<file path="config.mk">
export PLATFORM = sky130hd
export DESIGN_NAME = agll_ctrl
export DESIGN_NICKNAME = d
export VERILOG_FILES = /design/src/rtl/agll_pkg.sv /design/src/rtl/agll_ctrl.sv
export SDC_FILE = /design/constraint.sdc
export NUM_CORES = 1
export LEC_CHECK = 0
export BUFFER_PORTS_ARGS = -buffer_cell sky130_fd_sc_hd__buf_2
export CELL_PAD_IN_SITES_DETAIL_PLACEMENT = 0
export CELL_PAD_IN_SITES_GLOBAL_PLACEMENT = 1
export CORE_UTILIZATION = 40
export DETAILED_ROUTE_END_ITERATION = 12
export PLACE_DENSITY = 0.83
export SYNTH_ARGS = -nofsm -noshare
export SYNTH_HDL_FRONTEND = slang
export SYNTH_SLANG_ARGS = --single-unit
</file>
<file path="constraint.sdc">
create_clock -name clk_i -period 2.12 [get_ports clk_i]
set_input_delay 0.106 -clock clk_i [delete_from_list [all_inputs] [get_ports clk_i]]
set_output_delay 0.106 -clock clk_i [all_outputs]
set_load 0.02 [all_outputs]
</file>
<file path="src/rtl/agll_pkg.sv">
// ----------------------------------------------------------------------------
// agll_pkg - shared types, constants and helpers
// Widths, operand and post-operation codes, the micro-op table and the
// saturating arithmetic used by the likelihood gradient core.
// ----------------------------------------------------------------------------
`default_nettype none

package agll_pkg;

  localparam int SAMPLE_W   = 32;
  localparam int SUM_W      = 64;
  localparam int IN_TDATA_W = ((SAMPLE_W + 7) / 8) * 8;
  localparam int GRAD_W     = 64;
  localparam int NUM_GRAD   = 6;
  localparam int OUT_TDATA_W = GRAD_W * NUM_GRAD;
  localparam int ERR_W      = 40;
  localparam int DER_W      = 48;
  localparam int VAR_W      = 48;
  localparam int CFG_W      = 32;
  localparam int CFG_IDX_W  = 3;
  localparam int COEF_W     = 31;
  localparam int PC_W       = 5;

  localparam logic [CFG_IDX_W-1:0] CFG_MEAN  = 3'd0;
  localparam logic [CFG_IDX_W-1:0] CFG_MA    = 3'd1;
  localparam logic [CFG_IDX_W-1:0] CFG_AR    = 3'd2;
  localparam logic [CFG_IDX_W-1:0] CFG_GCONST = 3'd3;
  localparam logic [CFG_IDX_W-1:0] CFG_ARCH  = 3'd4;
  localparam logic [CFG_IDX_W-1:0] CFG_GARCH = 3'd5;
  localparam logic [CFG_IDX_W-1:0] CFG_INITV = 3'd6;

  localparam logic signed [63:0] ONE_Q16 = 64'sd65536;
  localparam logic signed [63:0] VAR_MAX = (64'sd1 <<< VAR_W) - 64'sd1;
  localparam logic signed [63:0] S64_MAX = 64'h7FFF_FFFF_FFFF_FFFF;
  localparam logic signed [63:0] S64_MIN = 64'h8000_0000_0000_0000;

  // last micro-op of the recursion, first after the divisions, last overall
  localparam logic [PC_W-1:0] PC_REC_END = 5'd19;
  localparam logic [PC_W-1:0] PC_QQ      = 5'd20;
  localparam logic [PC_W-1:0] PC_END     = 5'd29;

  typedef enum logic [3:0] {
    OP_PE, OP_PS, OP_MA, OP_AR, OP_ARCH, OP_GARCH, OP_TMP, OP_ESQ,
    OP_PV, OP_Q, OP_DIFF, OP_EDK, OP_VDK, OP_VDK3
  } opsel_e;

  typedef enum logic [3:0] {
    PO_ESQ, PO_TMP, PO_XHAT, PO_S1, PO_S2, PO_DS, PO_DE, PO_DS3, PO_QQ, PO_SUM,
    PO_SUM3
  } post_e;

  typedef struct packed {
    logic                sat;
    logic signed [63:0]  v;
  } sat_t;

  typedef struct packed {
    opsel_e      a;
    opsel_e      b;
    logic [5:0]  sh;
    post_e       post;
    logic [1:0]  k;
  } uop_t;

  typedef struct packed {
    logic  load;
    logic  init_first;
    logic  mul_start;
    uop_t  uop;
    logic  clamp_s;
    logic  div_start;
    logic  div_sel;
    logic  fin;
    logic  last;
  } cmd_t;

  typedef struct packed {
    logic mul_done;
    logic div_done;
  } sts_t;

  function automatic sat_t add_sat(input logic signed [63:0] a,
                                   input logic signed [63:0] b);
    sat_t r;
    logic signed [63:0] s;
    s = a + b;
    r.sat = 1'b0;
    r.v   = s;
    if (a[63] == b[63] && s[63] != a[63]) begin
      r.sat = 1'b1;
      r.v   = a[63] ? S64_MIN : S64_MAX;
    end
    return r;
  endfunction

  function automatic sat_t clamp_w(input logic signed [63:0] v, input int w);
    sat_t r;
    logic signed [63:0] lim;
    logic signed [63:0] hi;
    lim = (64'sd1 <<< (w - 1)) - 64'sd1;
    hi  = v >>> (w - 1);
    r.sat = 1'b0;
    r.v   = v;
    if (hi != 64'sd0 && hi != -64'sd1) begin
      r.sat = 1'b1;
      r.v   = v[63] ? (-lim - 64'sd1) : lim;
    end
    return r;
  endfunction

  function automatic logic [63:0] mag64(input logic signed [63:0] a);
    return a[63] ? (~a + 64'd1) : a;
  endfunction

  function automatic uop_t mk(input opsel_e a, input opsel_e b, input logic [5:0] sh,
                              input post_e post, input logic [1:0] k);
    uop_t u;
    u.a = a; u.b = b; u.sh = sh; u.post = post; u.k = k;
    return u;
  endfunction

  // Micro-op table: recursion (0..19), then e/s squared (20), then the sums;
  // the variance-weight sums (27..29) have no error-derivative part
  function automatic uop_t uop_rom(input logic [PC_W-1:0] pc);
    uop_t u;
    case (pc)
      5'd0:  u = mk(OP_PE,    OP_PE,   6'd16, PO_ESQ,  2'd0);
      5'd1:  u = mk(OP_MA,    OP_PE,   6'd30, PO_TMP,  2'd0);
      5'd2:  u = mk(OP_AR,    OP_PS,   6'd30, PO_XHAT, 2'd0);
      5'd3:  u = mk(OP_ARCH,  OP_ESQ,  6'd30, PO_S1,   2'd0);
      5'd4:  u = mk(OP_GARCH, OP_PV,   6'd30, PO_S2,   2'd0);
      5'd5:  u = mk(OP_PE,    OP_EDK,  6'd15, PO_TMP,  2'd0);
      5'd6:  u = mk(OP_ARCH,  OP_TMP,  6'd30, PO_TMP,  2'd0);
      5'd7:  u = mk(OP_GARCH, OP_VDK,  6'd30, PO_DS,   2'd0);
      5'd8:  u = mk(OP_MA,    OP_EDK,  6'd30, PO_DE,   2'd0);
      5'd9:  u = mk(OP_GARCH, OP_VDK3, 6'd30, PO_DS3,  2'd0);
      5'd10: u = mk(OP_PE,    OP_EDK,  6'd15, PO_TMP,  2'd1);
      5'd11: u = mk(OP_ARCH,  OP_TMP,  6'd30, PO_TMP,  2'd1);
      5'd12: u = mk(OP_GARCH, OP_VDK,  6'd30, PO_DS,   2'd1);
      5'd13: u = mk(OP_MA,    OP_EDK,  6'd30, PO_DE,   2'd1);
      5'd14: u = mk(OP_GARCH, OP_VDK3, 6'd30, PO_DS3,  2'd1);
      5'd15: u = mk(OP_PE,    OP_EDK,  6'd15, PO_TMP,  2'd2);
      5'd16: u = mk(OP_ARCH,  OP_TMP,  6'd30, PO_TMP,  2'd2);
      5'd17: u = mk(OP_GARCH, OP_VDK,  6'd30, PO_DS,   2'd2);
      5'd18: u = mk(OP_MA,    OP_EDK,  6'd30, PO_DE,   2'd2);
      5'd19: u = mk(OP_GARCH, OP_VDK3, 6'd30, PO_DS3,  2'd2);
      5'd20: u = mk(OP_Q,     OP_Q,    6'd32, PO_QQ,   2'd0);
      5'd21: u = mk(OP_Q,     OP_EDK,  6'd15, PO_TMP,  2'd0);
      5'd22: u = mk(OP_VDK,   OP_DIFF, 6'd16, PO_SUM,  2'd0);
      5'd23: u = mk(OP_Q,     OP_EDK,  6'd15, PO_TMP,  2'd1);
      5'd24: u = mk(OP_VDK,   OP_DIFF, 6'd16, PO_SUM,  2'd1);
      5'd25: u = mk(OP_Q,     OP_EDK,  6'd15, PO_TMP,  2'd2);
      5'd26: u = mk(OP_VDK,   OP_DIFF, 6'd16, PO_SUM,  2'd2);
      5'd27: u = mk(OP_VDK3,  OP_DIFF, 6'd16, PO_SUM3, 2'd0);
      5'd28: u = mk(OP_VDK3,  OP_DIFF, 6'd16, PO_SUM3, 2'd1);
      5'd29: u = mk(OP_VDK3,  OP_DIFF, 6'd16, PO_SUM3, 2'd2);
      default: u = mk(OP_PE,  OP_PE,   6'd16, PO_TMP,  2'd0);
    endcase
    return u;
  endfunction

endpackage

`default_nettype wire

</file>
<file path="src/rtl/agll_ctrl.sv">
// ----------------------------------------------------------------------------
// agll_ctrl - sequencer
// Steps one sample through setup, the micro-op table, the two divisions and
// the final update, and owns both stream handshakes.
// ----------------------------------------------------------------------------
`default_nettype none

module agll_ctrl (
  input  wire logic           clk_i,
  input  wire logic           rst_ni,
  input  wire logic           in_valid_i,
  input  wire logic           in_last_i,
  output logic                in_ready_o,
  output logic                out_valid_o,
  input  wire logic           out_ready_i,
  input  wire agll_pkg::sts_t sts_i,
  output agll_pkg::cmd_t      cmd_o
);

  localparam logic [3:0] ST_IDLE  = 4'd0;
  localparam logic [3:0] ST_FIRST = 4'd1;
  localparam logic [3:0] ST_MUL   = 4'd2;
  localparam logic [3:0] ST_MWAIT = 4'd3;
  localparam logic [3:0] ST_CLAMP = 4'd4;
  localparam logic [3:0] ST_DIVQ  = 4'd5;
  localparam logic [3:0] ST_DWQ   = 4'd6;
  localparam logic [3:0] ST_DIVR  = 4'd7;
  localparam logic [3:0] ST_DWR   = 4'd8;
  localparam logic [3:0] ST_FIN   = 4'd9;

  logic [3:0] state_q, state_d;
  logic [agll_pkg::PC_W-1:0] pc_q, pc_d;
  logic first_q, first_d;
  logic last_q, last_d;
  logic oval_q, oval_d;

  always_comb begin
    state_d = state_q;
    pc_d    = pc_q;
    first_d = first_q;
    last_d  = last_q;
    oval_d  = oval_q & ~out_ready_i;
    in_ready_o = 1'b0;
    cmd_o = '0;
    cmd_o.uop  = agll_pkg::uop_rom(pc_q);
    cmd_o.last = last_q;
    case (state_q)
      ST_IDLE: begin
        in_ready_o = 1'b1;
        if (in_valid_i) begin
          cmd_o.load = 1'b1;
          last_d = in_last_i;
          pc_d   = '0;
          state_d = first_q ? ST_FIRST : ST_MUL;
        end
      end
      ST_FIRST: begin
        cmd_o.init_first = 1'b1;
        state_d = ST_CLAMP;
      end
      ST_MUL: begin
        cmd_o.mul_start = 1'b1;
        state_d = ST_MWAIT;
      end
      ST_MWAIT: begin
        if (sts_i.mul_done) begin
          if (pc_q == agll_pkg::PC_REC_END) begin
            state_d = ST_CLAMP;
          end else if (pc_q == agll_pkg::PC_END) begin
            state_d = ST_FIN;
          end else begin
            pc_d = pc_q + 1'b1;
            state_d = ST_MUL;
          end
        end
      end
      ST_CLAMP: begin
        cmd_o.clamp_s = 1'b1;
        state_d = ST_DIVQ;
      end
      ST_DIVQ: begin
        cmd_o.div_start = 1'b1;
        state_d = ST_DWQ;
      end
      ST_DWQ: begin
        if (sts_i.div_done) begin
          state_d = ST_DIVR;
        end
      end
      ST_DIVR: begin
        cmd_o.div_start = 1'b1;
        cmd_o.div_sel   = 1'b1;
        state_d = ST_DWR;
      end
      ST_DWR: begin
        cmd_o.div_sel = 1'b1;
        if (sts_i.div_done) begin
          pc_d = agll_pkg::PC_QQ;
          state_d = ST_MUL;
        end
      end
      ST_FIN: begin
        // hold a result until the previous one has been taken
        if (!(last_q && oval_q && !out_ready_i)) begin
          cmd_o.fin = 1'b1;
          first_d = last_q;
          if (last_q) begin
            oval_d = 1'b1;
          end
          state_d = ST_IDLE;
        end
      end
      default: begin
        state_d = ST_IDLE;
      end
    endcase
  end

  always_ff @(posedge clk_i or negedge rst_ni) begin
    if (!rst_ni) begin
      state_q <= ST_IDLE;
      pc_q    <= '0;
      first_q <= 1'b1;
      last_q  <= 1'b0;
      oval_q  <= 1'b0;
    end else begin
      state_q <= state_d;
      pc_q    <= pc_d;
      first_q <= first_d;
      last_q  <= last_d;
      oval_q  <= oval_d;
    end
  end

  assign out_valid_o = oval_q;

endmodule

`default_nettype wire

</file>
* Word-level counts from Yosys, hierarchy flattened
Memories as Yosys holds them, arrays and structs flattened.
Index checks and enable logic that the tools add are counted.
** Word-level totals
- Output and inout bits :: 30
- Bits of input ports :: 7
- Register bits :: 12
- Bits in read-only memories :: 640
- Memories kept :: 1
- Word-level logic and storage cells :: 67
** Memories
- (no name shown) :: words 32, width 20, rd ports 1, clocked after memory_dff 0, wr ports 0, line agll_pkg.sv:126 : case (pc)
** Operators by class
- Eq/ne operators :: 18
- Bitwise gates (word level) :: 3
- Add/sub/neg operators :: 1
- Muxes and demuxes :: 28
- Reductions and logical operators :: 11
** Operators with widths (number)
- $pmux 4 s10 :: 1
- $mux 4 :: 7
- $mux 5 :: 5
- $eq 4x3->1 const B :: 4
- $pmux 5 s3 :: 1
- $ne 2x2->1 const B :: 7
- $mux 1 :: 13
- $eq 5x5->1 const B :: 2
- $eq 4x2->1 const B :: 2
- $eq 4x4->1 const B :: 2
- $reduce_and 6->1 :: 1
- $add 5x1->5 const B :: 1
- $reduce_and 5->1 :: 1
- $eq 4x1->1 const B :: 1
- $logic_not 4->1 :: 1
- $reduce_and 2->1 :: 2
- $reduce_or 2->1 :: 2
- $reduce_bool 3->1 :: 1
- $logic_and 1x1->1 :: 2
- $mux 2 :: 1
- $not 1->1 :: 2
- $and 1x1->1 :: 1
- $logic_not 1->1 :: 1

* Longest topological paths before layout
- Word-level depth :: 5
- Mapped depth :: 8
- Gate-level depth less buffers :: 6

* Worst setup path after synthesis
No wires, ideal clock.
- Path kind :: register to output
- From :: register pc_q[1] (netlist name)
- To :: output cmd_o[13] (netlist name)
- Data required time :: 2014 ps
- Path slack :: 14 ps
- Arrival time :: 2000 ps
- Stages on the path, launching flop included :: 9
- Path through :: dfrtp_1 -> clkbuf_1 -> inv_1 -> ha_1 -> inv_1 -> o21ai_0 -> a21oi_1 -> a31oi_1 -> buf_4
** RTL lines
- start: declaration :: line agll_ctrl.sv:32 : logic [agll_pkg::PC_W-1:0] pc_q, pc_d;
- start signal: assignment :: line agll_ctrl.sv:128 : pc_q <= pc_d;
- end: declaration :: line agll_ctrl.sv:17 : output agll_pkg::cmd_t cmd_o

==> summary.txt <==
Drt
  – Iteration-0 DRC Markers: 131
  – Wire length per cell: 14.8 um
  – Drc violations: 0
  – Vias: 1721
  – First-pass iteration count of the detailed router: 5
  – Total wire length: ~4400 um
  – Via density: 5.76
  – Post-route antenna net violation count: 0

Global routing
  – Initial antenna violation count: 0
  – Grt ovf: 0
  – First-pass GRT wire length: 7450 um
  – Vias in the first global route: approximately 1600
  – Pin count of the biggest net entering global routing: 19
  – Tot GR Track Use: 21.5%

CTS
  – Setup Fix Bufs, Post-CTS: 0
  – Reg clk slew, reported paths: 0.05 ns
  – Root buffer cell: clkbuf_8
  – Later-pin clock latency in the skew report: 0.24 ns
  – H-Tree Depth: 1
  – CTS tree: done
  – Num CTS Buffers: 3
  – CTS sink cnt: 12
  – CTS Buffer Depth: 2

Logic synthesis
  – Cell Area, Synth: approximately 1700 sq um
  – Cell taking the most area after synthesis: dfrtp_1
  – Syn Nets: 236
  – Yosys reg bits: 12
  – Top-area cell type share of the netlist area: 16.4%
  – Ys async rst share: 100%
  – Seq/Total Area, Yosys: between 10% and 20%
  – Syn_area_per_cell: 7.70 sq um
  – Ys flop type: dfrtp_1
  – Largest cells by area after synthesis: dfrtp_1, ha_1, a21oi_1
  – Synth Instances: 218
  – Yosys cell types: 55
  – Synth warnings: 0
  – EDFF count, synth: 0

Critical path
  – Setup slack, reg-to-reg: 0.36 ns
  – WP data required: roughly 2.0 ns
  – CP max FO: 7
  – Levels on crit path: 7
  – Critical path class: flop to output pin
  – Cells along the critical path: inv_2 > ha_2 > or2_2 > a21oi_1 > a311oi_1 > o32ai_1 > buf_2
  – RR Endpoint: state_q[1]$_DFFE_PN0P_
  – Cells on worst reg2reg path: 6
  – Reg2Reg Launch Point: pc_q[0]$_DFFE_PN0P_
  – CP arrival: 1.96 ns
  – Critical Path End Type: output pin
  – CP bufs+invs: 2
  – Critical path's slowest cell: dfrtp_1
  – Worst Setup Start Kind: flop
  – Crit-path max cell delay: 0.38 ns
  – Crit-path leading delay family: flip-flops

Floorplanning
  – Chip width: 66.8 um
  – Die area: 4460 sq um
  – Die height: 66.8 um
  – Initial Util: roughly two fifths
  – Boundary Pins: 37
  – Row cnt: 23
  – Core area: 4030 sq um

Min path
  – Worst Hold Path EP: last_q$_DFFE_PN0P_
  – Min-Delay Path Depth: 3
  – Min-delay src: in_last_i
  – Hold WC Path Type: primary input to flop

STA
  – Final Max Tran Viols: 0
  – Final worst path period need: between 2 and 2.5 ns
  – Relative slew margins: 64.6%
  – Worst Tran Pin Value: 0.531 ns
  – Finish-stage setup viols: 0
  – Final hold viol count: 0
  – Fmax: around 480 MHz
  – Setup TNS: 0 ns
  – RSZ-0062 raised after global routing: yes
  – Final Skew: 0.000873 ns
  – Crit share post-route: 97.6%

Placement
  – I/O Buffers: 36
  – Post-DP HPWL: 3210 um
  – RD Place Congestion: 0.855

Layout
  – Area Growth Syn to Fin: 16.5%
  – Ant diodes: 0
  – Share of layout cells above drive strength 1: 29.3%
  – Nets@finish: around 270
  – Commonest non-fill, non-tap cell in the layout: buf_2
  – Most frequent cells in the layout: buf_2, nand2_1, a21oi_1
  – Filler cell count in the final layout: 406

Power
  – Max rail drop VDD: 0.771 mV
  – Pwr/cell area: 1860 nW/um^2
  – Design Power: around 3600 uW
  – P_leak: 0.000851 uW

Job
  – Maxcap violations: 0

Run status
  – Outcome: completed
-- worst min-delay path: stages --
cell and delay, ns:
buf_2 0.07, nand2_1 0.03, o21ai_0 0.06
-- metrics by stage --
stage / setup WS, ns / cells / utilization (%) / area, sq um / hold WS [ns]
after detailed placement: 0.252 / 294 / 46.6 / 1880 / -0.00415
final: 0.0505 / 299 / 48.5 / 1960 / 0.0728
after global routing: -0.0458 / 299 / 48.5 / 1960 / 0.101
after floorplan: 0.0143 / 218 / - / 1680 / -0.190
after global placement: 0.302 / 294 / 46.6 / 1880 / -0.00324
after CTS: 0.0187 / 299 / 48.0 / 1930 / 0.0690
-- logic make-up after synthesis --
| logic type | Yosys count | share of synthesized area (%) |
|---|---|---|
| and+or+nand+nor | 78 | 27.3 |
| buffers and inverters | 34 | 10.7 |
| muxes | 11 | 8.05 |
| DFF | 12 | 18.0 |
| AOI/OAI and AO/OA | 72 | 27.7 |
| adders and majority gates | 11 | 8.20 |
-- sequential cells by signal, summed over array words and instances, names as in the netlist --
signal / cells
last_q: 1
first_q: 1
out_valid_o: 1
pc_q: 5
state_q: 4
-- worst max-delay path by stage --
stage | from | to | slack [ns]
finish | pc_q[0]$_DFFE_PN0P_ | cmd_o[21] | 0.05
global route | pc_q[1]$_DFFE_PN0P_ | cmd_o[21] | -0.05
CTS | pc_q[0]$_DFFE_PN0P_ | cmd_o[18] | 0.02
detailed placement | pc_q[0]$_DFFE_PN0P_ | cmd_o[21] | 0.25
global placement | pc_q[0]$_DFFE_PN0P_ | cmd_o[18] | 0.30
floorplan | pc_q[1]$_DFFE_PN0P_ | cmd_o[13] | 0.01
-- area by class of cell --
cell class | count | area, sq um | share of cell area [%]
inverters | 12 | 45.0 | 2.30
multi-input cells | 172 | 1220 | 62.4
well taps | 50 | 62.6 | 3.20
repair buffers | 49 | 280 | 14.3
clock buffers | 4 | 45.0 | 2.30
flip-flops and latches | 12 | 303 | 15.5
-- per-layer routing --
layer	vias to the layer above	global-route usage, %	share of wire (%)
met5	-	0	0
met4	0	3.19	1.2
met3	6	3.08	5.1
met2	66	36.9	48
met1	790	28.6	46
li1	859	-	-
-- cell usage after synthesis, types with 5 or more instances --
master,n
a21oi_1,19
o22ai_1,5
nand3_1,7
mux2i_1,9
a31oi_1,6
dfrtp_1,11
buf_4,7
buf_2,9
nor2_1,15
nor3_1,5
nand2b_1,10
inv_1,10
o21ai_0,16
ha_1,11
nand2_1,20
-- what timing repair did --
action / CTS / global route
resized for setup: 1 / 7
setup endpoints to repair: 1 / 8
hold buffers: 1 / 0
hold endpoints to repair: 11 / 0
-- power breakdown --
part | internal, uW | total [uW] | leakage (uW) | switching [uW]
logic | 1140 | 2810 | 0.000678 | 1680
clock network | 132 | 212 | 0.0000228 | 80.2
registers | 335 | 617 | 0.000150 | 282
total | 1600 | 3640 | 0.000851 | 2040
Power figures use the tool's default switching activity.
